**src/rtl/ksft_pkg.sv**
```systemverilog
`timescale 1ns / 1ps
// ----------------------------------------------------------------------------
// ksft_pkg
// Types, codes and sizes shared by the keyed slot filter table.
// ----------------------------------------------------------------------------
package ksft_pkg;

    localparam int SLOTS        = 8;
    localparam int RECORD_WIDTH = 64;

    localparam int REQ_W       = 3;
    localparam int ID_W        = 8;
    localparam int BODY_W      = 64;
    localparam int STATUS_W    = 2;
    localparam int COUNT_OUT_W = 4;

    // Slot index, and a pointer/count that can also hold SLOTS itself
    localparam int SLOT_W = (SLOTS > 1) ? $clog2(SLOTS) : 1;
    localparam int PTR_W  = $clog2(SLOTS + 1);

    typedef enum logic [REQ_W-1:0] {
        REQ_ADD    = 3'd0,
        REQ_GET    = 3'd1,
        REQ_REMOVE = 3'd2,
        REQ_NEXT   = 3'd3,
        REQ_REWIND = 3'd4
    } req_code_t;

    typedef enum logic [STATUS_W-1:0] {
        STS_OK        = 2'd0,
        STS_NOT_FOUND = 2'd1,
        STS_FULL      = 2'd2
    } status_t;

    typedef enum logic [2:0] {
        S_IDLE,
        S_DISPATCH,
        S_SCAN_KEY,
        S_SCAN_FREE,
        S_SCAN_NEXT
    } state_t;

    typedef enum logic [1:0] {
        PROBE_KEY,
        PROBE_FREE,
        PROBE_USED
    } probe_mode_t;

    typedef struct packed {
        logic [REQ_W-1:0]  req_type;
        logic [ID_W-1:0]   filter_id;
        logic [BODY_W-1:0] filter_body;
    } req_t;

    typedef struct packed {
        logic [STATUS_W-1:0]    status;
        logic [ID_W-1:0]        found_id;
        logic [BODY_W-1:0]      found_body;
        logic [COUNT_OUT_W-1:0] filter_count;
    } rsp_t;

    typedef struct packed {
        logic                    set;
        logic                    clr;
        logic                    rec_we;
        logic [SLOT_W-1:0]       idx;
        logic [ID_W-1:0]         key;
        logic [RECORD_WIDTH-1:0] rec;
    } store_cmd_t;

endpackage

```
**src/rtl/keyed_slot_filter_table_unit.sv**
```systemverilog
`timescale 1ns / 1ps
// ----------------------------------------------------------------------------
// keyed_slot_filter_table_unit
// Eight-slot packet filter table keyed by identifier, one slot per cycle.
// ----------------------------------------------------------------------------
// The done strobe follows dispatch for rewind, the unused codes and a next
//   with the pointer parked at SLOTS, the key scan for get, remove and replacing
//   adds, the used-slot scan for next, and key scan then free scan for a new add.
// Throughput: one item at a time; start may be raised in the strobe cycle.
// Each scan walks the slots through the single probe compare.
// Reset: clears valid marks, count and scan pointer at once; no clear pass.
// The receiver cannot stall: the done strobe is high for exactly one cycle.
module keyed_slot_filter_table_unit (
    input  logic           clk,
    input  logic           rst_n,
    input  logic           start,
    output logic           busy,
    input  ksft_pkg::req_t req,
    output logic           done,
    output ksft_pkg::rsp_t rsp
);
    import ksft_pkg::*;

    store_cmd_t              cmd;
    logic [SLOT_W-1:0]       rd_idx;
    logic                    rd_valid;
    logic [ID_W-1:0]         rd_key;
    logic [RECORD_WIDTH-1:0] rd_rec;
    probe_mode_t             mode;
    logic                    hit;

    // Sequencer: hold the item, advance the slot index, build the result
    ksft_ctrl u_ctrl (
        .clk    (clk),
        .rst_n  (rst_n),
        .start  (start),
        .req    (req),
        .busy   (busy),
        .done   (done),
        .rsp    (rsp),
        .cmd    (cmd),
        .rd_idx (rd_idx),
        .mode   (mode),
        .hit    (hit),
        .rd_key (rd_key),
        .rd_rec (rd_rec)
    );

    // Slot storage: valid marks reset, keys and records written on demand
    ksft_slot_store u_store (
        .clk      (clk),
        .rst_n    (rst_n),
        .cmd      (cmd),
        .rd_idx   (rd_idx),
        .rd_valid (rd_valid),
        .rd_key   (rd_key),
        .rd_rec   (rd_rec)
    );

    // Shared compare: tests the addressed slot for the current scan against
    // the key held with the item, since the input may move on while busy
    ksft_probe u_probe (
        .mode     (mode),
        .rd_valid (rd_valid),
        .rd_key   (rd_key),
        .key      (cmd.key),
        .hit      (hit)
    );

endmodule

```
**src/rtl/ksft_slot_store.sv**
```systemverilog
`timescale 1ns / 1ps
// ----------------------------------------------------------------------------
// ksft_slot_store
// Slot storage: valid marks, keys and records with one write and one read.
// ----------------------------------------------------------------------------
module ksft_slot_store (
    input  logic                             clk,
    input  logic                             rst_n,
    input  ksft_pkg::store_cmd_t             cmd,
    input  logic [ksft_pkg::SLOT_W-1:0]      rd_idx,
    output logic                             rd_valid,
    output logic [ksft_pkg::ID_W-1:0]        rd_key,
    output logic [ksft_pkg::RECORD_WIDTH-1:0] rd_rec
);
    import ksft_pkg::*;

    logic [SLOTS-1:0]        valid_reg;
    logic [SLOTS-1:0]        valid_next;
    logic [ID_W-1:0]         key_reg [SLOTS];
    logic [RECORD_WIDTH-1:0] rec_reg [SLOTS];

    always_comb
    begin
        valid_next = valid_reg;
        if (cmd.set)
        begin
            valid_next[cmd.idx] = 1'b1;
        end
        if (cmd.clr)
        begin
            valid_next[cmd.idx] = 1'b0;
        end
    end

    always_ff @(posedge clk or negedge rst_n)
    begin
        if (!rst_n)
        begin
            valid_reg <= '0;
        end
        else
        begin
            valid_reg <= valid_next;
        end
    end

    // Keys and records are only read behind a valid mark
    always_ff @(posedge clk)
    begin
        if (cmd.set)
        begin
            key_reg[cmd.idx] <= cmd.key;
        end
        if (cmd.set || cmd.rec_we)
        begin
            rec_reg[cmd.idx] <= cmd.rec;
        end
    end

    assign rd_valid = valid_reg[rd_idx];
    assign rd_key   = key_reg[rd_idx];
    assign rd_rec   = rec_reg[rd_idx];

endmodule

```
**src/rtl/ksft_probe.sv**
```systemverilog
`timescale 1ns / 1ps
// ----------------------------------------------------------------------------
// ksft_probe
// Shared slot test: key match, free slot or used slot.
// ----------------------------------------------------------------------------
module ksft_probe (
    input  ksft_pkg::probe_mode_t       mode,
    input  logic                        rd_valid,
    input  logic [ksft_pkg::ID_W-1:0]   rd_key,
    input  logic [ksft_pkg::ID_W-1:0]   key,
    output logic                        hit
);
    import ksft_pkg::*;

    always_comb
    begin
        case (mode)
            PROBE_KEY:  hit = rd_valid && (rd_key == key);
            PROBE_FREE: hit = !rd_valid;
            PROBE_USED: hit = rd_valid;
            default:    hit = 1'b0;
        endcase
    end

endmodule

```
**src/rtl/ksft_ctrl.sv**
```systemverilog
`timescale 1ns / 1ps
// ----------------------------------------------------------------------------
// ksft_ctrl
// Sequencer: walks the slots one per cycle and builds the result item.
// ----------------------------------------------------------------------------
module ksft_ctrl (
    input  logic                              clk,
    input  logic                              rst_n,
    input  logic                              start,
    input  ksft_pkg::req_t                    req,
    output logic                              busy,
    output logic                              done,
    output ksft_pkg::rsp_t                    rsp,
    output ksft_pkg::store_cmd_t              cmd,
    output logic [ksft_pkg::SLOT_W-1:0]       rd_idx,
    output ksft_pkg::probe_mode_t             mode,
    input  logic                              hit,
    input  logic [ksft_pkg::ID_W-1:0]         rd_key,
    input  logic [ksft_pkg::RECORD_WIDTH-1:0] rd_rec
);
    import ksft_pkg::*;

    state_t             state_reg, state_next;
    req_t               req_reg, req_next;
    logic [SLOT_W-1:0]  idx_reg, idx_next;
    logic [PTR_W-1:0]   ptr_reg, ptr_next;
    logic [PTR_W-1:0]   count_reg, count_next;
    logic               done_reg, done_next;
    rsp_t               rsp_reg, rsp_next;

    always_ff @(posedge clk or negedge rst_n)
    begin
        if (!rst_n)
        begin
            state_reg <= S_IDLE;
            idx_reg   <= '0;
            ptr_reg   <= '0;
            count_reg <= '0;
            done_reg  <= 1'b0;
        end
        else
        begin
            state_reg <= state_next;
            idx_reg   <= idx_next;
            ptr_reg   <= ptr_next;
            count_reg <= count_next;
            done_reg  <= done_next;
        end
    end

    always_ff @(posedge clk)
    begin
        req_reg <= req_next;
        rsp_reg <= rsp_next;
    end

    always_comb
    begin
        logic                    last;
        logic                    fin;
        status_t                 fin_status;
        logic [ID_W-1:0]         fin_id;
        logic [BODY_W-1:0]       fin_body;

        last       = (idx_reg == SLOT_W'(SLOTS - 1));
        fin        = 1'b0;
        fin_status = STS_OK;
        fin_id     = '0;
        fin_body   = '0;

        state_next = state_reg;
        req_next   = req_reg;
        idx_next   = idx_reg;
        ptr_next   = ptr_reg;
        count_next = count_reg;
        done_next  = 1'b0;
        rsp_next   = rsp_reg;
        mode       = PROBE_KEY;

        cmd        = '0;
        cmd.idx    = idx_reg;
        cmd.key    = req_reg.filter_id;
        cmd.rec    = req_reg.filter_body[RECORD_WIDTH-1:0];

        case (state_reg)
            S_IDLE:
            begin
                if (start)
                begin
                    req_next   = req;
                    state_next = S_DISPATCH;
                end
            end

            S_DISPATCH:
            begin
                idx_next = '0;
                if (req_reg.req_type inside {REQ_ADD, REQ_GET, REQ_REMOVE})
                begin
                    state_next = S_SCAN_KEY;
                end
                else
                begin
                    case (req_reg.req_type)
                        REQ_NEXT:
                        begin
                            if (ptr_reg >= PTR_W'(SLOTS))
                            begin
                                fin        = 1'b1;
                                fin_status = STS_NOT_FOUND;
                            end
                            else
                            begin
                                idx_next   = ptr_reg[SLOT_W-1:0];
                                state_next = S_SCAN_NEXT;
                            end
                        end
                        REQ_REWIND:
                        begin
                            ptr_next = '0;
                            fin      = 1'b1;
                        end
                        default:
                        begin
                            fin = 1'b1;
                        end
                    endcase
                end
            end

            S_SCAN_KEY:
            begin
                mode = PROBE_KEY;
                if (hit)
                begin
                    fin = 1'b1;
                    case (req_reg.req_type)
                        REQ_ADD:
                        begin
                            cmd.rec_we = 1'b1;
                        end
                        REQ_GET:
                        begin
                            fin_id   = rd_key;
                            fin_body = BODY_W'(rd_rec);
                        end
                        REQ_REMOVE:
                        begin
                            cmd.clr    = 1'b1;
                            count_next = count_reg - PTR_W'(1);
                            ptr_next   = '0;
                        end
                        default:
                        begin
                            fin = 1'b1;
                        end
                    endcase
                end
                else if (last)
                begin
                    if (req_reg.req_type == REQ_ADD)
                    begin
                        if (count_reg >= PTR_W'(SLOTS))
                        begin
                            fin        = 1'b1;
                            fin_status = STS_FULL;
                        end
                        else
                        begin
                            idx_next   = '0;
                            state_next = S_SCAN_FREE;
                        end
                    end
                    else
                    begin
                        fin        = 1'b1;
                        fin_status = STS_NOT_FOUND;
                    end
                end
                else
                begin
                    idx_next = idx_reg + SLOT_W'(1);
                end
            end

            S_SCAN_FREE:
            begin
                mode = PROBE_FREE;
                if (hit)
                begin
                    cmd.set    = 1'b1;
                    count_next = count_reg + PTR_W'(1);
                    ptr_next   = '0;
                    fin        = 1'b1;
                end
                else if (last)
                begin
                    fin        = 1'b1;
                    fin_status = STS_FULL;
                end
                else
                begin
                    idx_next = idx_reg + SLOT_W'(1);
                end
            end

            S_SCAN_NEXT:
            begin
                mode = PROBE_USED;
                if (hit)
                begin
                    fin_id   = rd_key;
                    fin_body = BODY_W'(rd_rec);
                    ptr_next = PTR_W'(idx_reg) + PTR_W'(1);
                    fin      = 1'b1;
                end
                else if (last)
                begin
                    fin        = 1'b1;
                    fin_status = STS_NOT_FOUND;
                end
                else
                begin
                    idx_next = idx_reg + SLOT_W'(1);
                end
            end

            default:
            begin
                state_next = S_IDLE;
            end
        endcase

        if (fin)
        begin
            state_next            = S_IDLE;
            done_next             = 1'b1;
            rsp_next.status       = fin_status;
            rsp_next.found_id     = fin_id;
            rsp_next.found_body   = fin_body;
            rsp_next.filter_count = COUNT_OUT_W'(count_next);
        end
    end

    assign busy   = (state_reg != S_IDLE);
    assign done   = done_reg;
    assign rsp    = rsp_reg;
    assign rd_idx = idx_reg;

endmodule

```
**config.mk**
```make
export PLATFORM = sky130hd
export DESIGN_NAME = keyed_slot_filter_table_unit
export DESIGN_NICKNAME = d
export VERILOG_FILES = /design/src/rtl/ksft_pkg.sv /design/src/rtl/keyed_slot_filter_table_unit.sv /design/src/rtl/ksft_slot_store.sv /design/src/rtl/ksft_probe.sv /design/src/rtl/ksft_ctrl.sv
export SDC_FILE = /design/constraint.sdc
export NUM_CORES = 1
export LEC_CHECK = 0
export BUFFER_PORTS_ARGS = -buffer_cell sky130_fd_sc_hd__buf_2
export CORE_MARGIN = 3
export CORE_UTILIZATION = 52
export DETAILED_ROUTE_END_ITERATION = 8
export MAX_ROUTING_LAYER = met4
export PLACE_DENSITY = 0.7
export SLEW_MARGIN = 20
export SYNTH_ARGS = -nofsm -noshare
export SYNTH_HDL_FRONTEND = slang
export SYNTH_SLANG_ARGS = --single-unit
```
**constraint.sdc**
```tcl
create_clock -name clk -period 19.1 [get_ports clk]
set_input_delay 3.82 -clock clk [delete_from_list [all_inputs] [get_ports clk]]
set_output_delay 3.82 -clock clk [all_outputs]
set_load 0.02 [all_outputs]
```
* Word level (Yosys, flattened, before mapping) *
Memories as Yosys holds them, arrays and structs flattened.
Index checks and enable logic that the tools add are counted.
W data, S select, Z words.

cells by class
  $add $sub $neg = 4
  magnitude comparators = 4
  equal/unequal tests = 31
  mux-type cells = 80
  bitwise gates (word level) = 3
  reductions and logical operators = 16

operators by type and width
  cell                  count
  $mux W64              3
  $pmux W64 S2          1
  $mux W3               18
  $mux W8               5
  $mux W4               9
  $mux W1               22
  $mux W2               11
  $ne A2 B2 Y1 const B  8
  $pmux W4 S4           1
  $pmux W8 S2           1
  $eq A3 B2 Y1 const B  4
  $pmux W3 S4           1
  $eq A3 B3 Y1 const B  3
  $ne A3 B3 Y1 const B  3
  $pmux W3 S3           1
  $reduce_bool A3 Y1    3
  $and A8 B8 Y8         1
  $eq A8 B8 Y1          1
  $ge A4 B4 Y1 const B  2
  $not A8 Y8            1
  $or A8 B8 Y8          1
  $pmux W2 S4           1
  $pmux W4 S2           1
  $reduce_and A8 Y1     1
  28 further kinds      35

storage, ports and cells
  register bits after elaboration = 176
  bits in writable memories = 576
  logic and storage cells = 153
  memories = 2

memories
  memory           words  width  rd ports  clocked after memory_dff  wr ports  RTL line               RTL
  u_store.rec_reg  8      64     1         0                         1         ksft_slot_store.sv:20  logic [RECORD_WIDTH-1:0] rec_reg [SLOTS];
  u_store.key_reg  8      8      1         0                         1         ksft_slot_store.sv:19  logic [ID_W-1:0] key_reg [SLOTS];

* Depth between registers and ports, before layout *
  depth in word-level cells = 9
  gate-level depth with buffers = 13
  depth with buffers taken out = 8

* By module *
A second synthesis with hierarchy kept.

unflattened totals
  cells, all modules = 1,321
  area total of the unflattened synthesis = 29,509.6 µm²

modules (own cells, without submodules)
  module           times used  cells an instance  area each (µm²)  sequential area each (µm²)
  ksft_slot_store  1           880                22,696.8         17,496.8
  ksft_ctrl        1           426                6,698.9          4,969.8
  ksft_probe       1           15                 113.9            0.0

* Worst setup path before layout *
OpenSTA, ideal clock, no wires.

  path kind = input port to flip-flop
  start = in start
  end = reg u_ctrl.req_reg (netlist bit u_ctrl.cmd[0]) (enable)
  library setup time = 0.719 ns
  arrival = 11.404 ns
  required time = 18.381 ns
  slack = 6.977 ns
  stages on the path = 1
  cells stage by stage = nor4b_1

between the ends
  word-level cells in the longest chain between the ends = 1

ends and longest elaborated chain
  what                                RTL line                            RTL
  from (decl)                         keyed_slot_filter_table_unit.sv:16  input logic start,
  $reduce_and A2 Y1 (no source line)  -
  to (signal assigned)                ksft_ctrl.sv:53                     req_reg <= req_next;
  to (decl)                           ksft_ctrl.sv:24                     req_t req_reg, req_next;

No other way between the ends.
A chain may end at the register's enable or synchronous reset.

* Worst setup path in the final report *
  start = reg u_ctrl.state_reg[2]
  end = out busy

between the ends
  word-level cells in the longest chain between the ends = 1

ends and longest elaborated chain
  what                    RTL line                            RTL
  from (decl)             ksft_ctrl.sv:23                     state_t state_reg, state_next;
  from (signal assigned)  ksft_ctrl.sv:43                     state_reg <= state_next;
  $reduce_bool A3 Y1      ksft_ctrl.sv:245                    assign busy = (state_reg != S_IDLE);
  to (decl)               keyed_slot_filter_table_unit.sv:17  output logic busy,

No other way between the ends.

==> flow_summary.json <==
{
  "antenna_found_initial": 0,
  "p_leak_nw": 9.963,
  "cp-start-kind": "register",
  "crit_required_ns": 15.28,
  "max_freq_ghz": 0.1824,
  "ir_drop_mv": 0.09611,
  "ys_types": 62,
  "final-hold-violation-count": 0,
  "fillers": 3606,
  "synth_top_area_frac": 0.8105,
  "worst-setup-path-type": "register to output pin",
  "area_delta_synth_final_pct": 14.89,
  "design_area_sq_mm": 0.03103,
  "start_util": 0.5329,
  "fin_hold_ws_ns": 0.4923,
  "grt_pass1_wl_mm": 87.51,
  "io_pins": 158,
  "final_common_cell": "edfxtp_1",
  "die_w_microns": 233.9,
  "cts.path.max_buffers": 3,
  "rsz0062_at_grt": "no",
  "drive_gt1_frac": 0.2059,
  "drt_iter0_markers": 1431,
  "ctsHoldBuffers": 0,
  "grt_use_total": 0.2213,
  "numCtsBuffers": 75,
  "std_cell_rows": 82,
  "first_pass_iters": 5,
  "fin_skew_ns": 0.02128,
  "clk_pin_slew_ns": 0.06,
  "avgSynthCellArea_sq_um": 19.36,
  "ys_seq_elements": 752,
  "synthCells": 1395,
  "globalRouteOverflowTotal": 0,
  "seq_area_frac_synth": 0.8318,
  "tightest_slew_ns": 1.138,
  "portBuffers": 157,
  "grt_max_degree": 73,
  "maxSlewHeadroom": 0.2411,
  "cp.arrival_ns": 1.66,
  "dp_hpwl_mm": 29.91,
  "fin_setup_tns_ns": 0,
  "layout_min_cycle_time_ns": 5.482,
  "clock_latency_ns": 0.61,
  "place_area_sq_mm": 0.02861,
  "synth_warnings": 0,
  "grt_pass1_vias": 14330,
  "synth_top_area_cell": "edfxtp_1",
  "largest_reg_flops": 512,
  "cts_setup_buffers": 0,
  "status": "completed",
  "synthTopCellsByArea": "edfxtp_1 (81%), a22oi_1 (3.7%), dfrtp_1 (2.1%)",
  "nets": 1656,
  "slew_viol_final": 0,
  "via_per_inst": 6.181,
  "min_path_type": "register to register",
  "power.density_mw_per_mm2": 136.8,
  "post-route-util": 0.6123,
  "clkSinkCount": 752,
  "post_drt_wl_per_cell_microns": 25.22,
  "route.detailed.drc": 0,
  "h-tree-depth": 3,
  "cts_root_buf": "clkbuf_16",
  "die-area_sq_mm": 0.05471,
  "cap_violations": 0,
  "placeableCoreArea_sq_mm": 0.05068,
  "synthesis.area_sq_mm": 0.02701,
  "ys.flop_type": "edfxtp_1",
  "ant_nets": 0,
  "place_congestion": 0.9258,
  "setup_viol": 0,
  "diodes": 0,
  "layout_common_cells": "edfxtp_1 (729), buf_2 (157), a22oi_1 (134)",
  "cts_tree": "built",
  "dr_total_vias": 14270,
  "end_kind": "output pin",
  "min_period_over_period": 0.2870,
  "routed_wl_mm": 58.24,
  "worstPathMaxFanout": 11,
  "ctsResizeCount": 0,
  "die_h_microns": 233.9,
  "synthesis.nets": 1477,
  "synth_edf_count": 729,
  "async_reset_ff_frac": 0.03059
}
cell families (layout without fill, tap and decap cells):
group / Yosys count / after routing / share of synthesized area
flip-flops: 752 / 752 / 0.8318
AO/OA/AOI/OAI: 391 / 391 / 0.1106
AND/OR/NAND/NOR: 110 / 110 / 0.02108
buffers and inverters: 86 / 328 / 0.01353
multiplexers: 46 / 46 / 0.01927
XOR/XNOR: 6 / 6 / 0.001946
adder cells (fa/ha/maj): 4 / 4 / 0.001853
through the flow:
stage          worst slack [ns]  power [mW]  std cells
6_report                  13.62       4.244       2309
5_1_grt                   13.36       4.408       2309
4_1_cts                   13.59       4.276       2309
3_5_place_dp              13.74       2.854       2169
3_3_place_gp              13.89       2.838       2169
2_1_floorplan             6.977       2.602       1395
critical path, stage by stage, from the launching register on:
cell and delay [ns]:
dfrtp_1 0.50, or3_1 0.40, buf_2 0.16
layout make-up:
type,count,area [sq um],area share
inverters,8,30.03,0.0009676
well taps,672,840.8,0.02709
flip-flops and latches,752,22470,0.7240
clock inverters,43,396.6,0.01278
repair buffers,180,958.4,0.03088
multi-input cells,557,4317,0.1391
clock buffers,97,2023,0.06519
synthesized netlist by cell type, types with 7 or more instances:
library cell / n
edfxtp_1: 729
a22oi_1: 134
a22o_1: 64
a31oi_1: 63
a221oi_1: 60
clkbuf_1: 60
nor2_1: 31
mux2i_1: 25
dfrtp_1: 23
nand2_1: 19
mux2_2: 16
nor3_1: 15
a21oi_1: 13
buf_2: 10
o21ai_0: 10
inv_1: 8
o22a_1: 8
nand3_1: 7
layer usage:
metal / up-vias / routed length, microns / track usage
met5: - / 0 / -
met4: 0 / 1442 / 0.06350
met3: 122 / 4071 / 0.03875
met2: 639 / 28240 / 0.3472
met1: 7267 / 24480 / 0.3034
li1: 6245 / - / -
path summary, 6_finish.rpt:
check | from | to | slack [ns] | cells past startpoint
setup / recovery | u_ctrl.state_reg[2]$_DFFE_PN0P_ | busy | 13.62 | 2
hold / removal | u_store.valid_reg[2]$_DFF_PN0_ | u_store.valid_reg[2]$_DFF_PN0_ | 0.49 | 1
setup reg to reg | u_ctrl.rd_idx[1]$_DFFE_PN0P_ | u_store.rec_reg[6][29]$_DFFE_PP_ | 13.68 | 10
hold reg to reg | u_store.valid_reg[2]$_DFF_PN0_ | u_store.valid_reg[2]$_DFF_PN0_ | 0.49 | 1
max in group asynchronous | rst_n | u_ctrl.rd_idx[0]$_DFFE_PN0P_ | 15.43 | 1
min in group asynchronous | rst_n | u_ctrl.state_reg[0]$_DFFE_PN0P_ | 3.23 | 1
where the power goes:
| part | internal [mW] | leakage [nW] | total [mW] | switching, mW |
|---|---|---|---|---|
| Sequential | 2.05 | 6.92 | 2.17 | 0.114 |
| Combinational | 0.201 | 1.85 | 0.649 | 0.448 |
| Clock | 0.835 | 1.19 | 1.43 | 0.592 |
| Total | 3.09 | 9.96 | 4.24 | 1.15 |
Power figures use the tool's default switching activity.
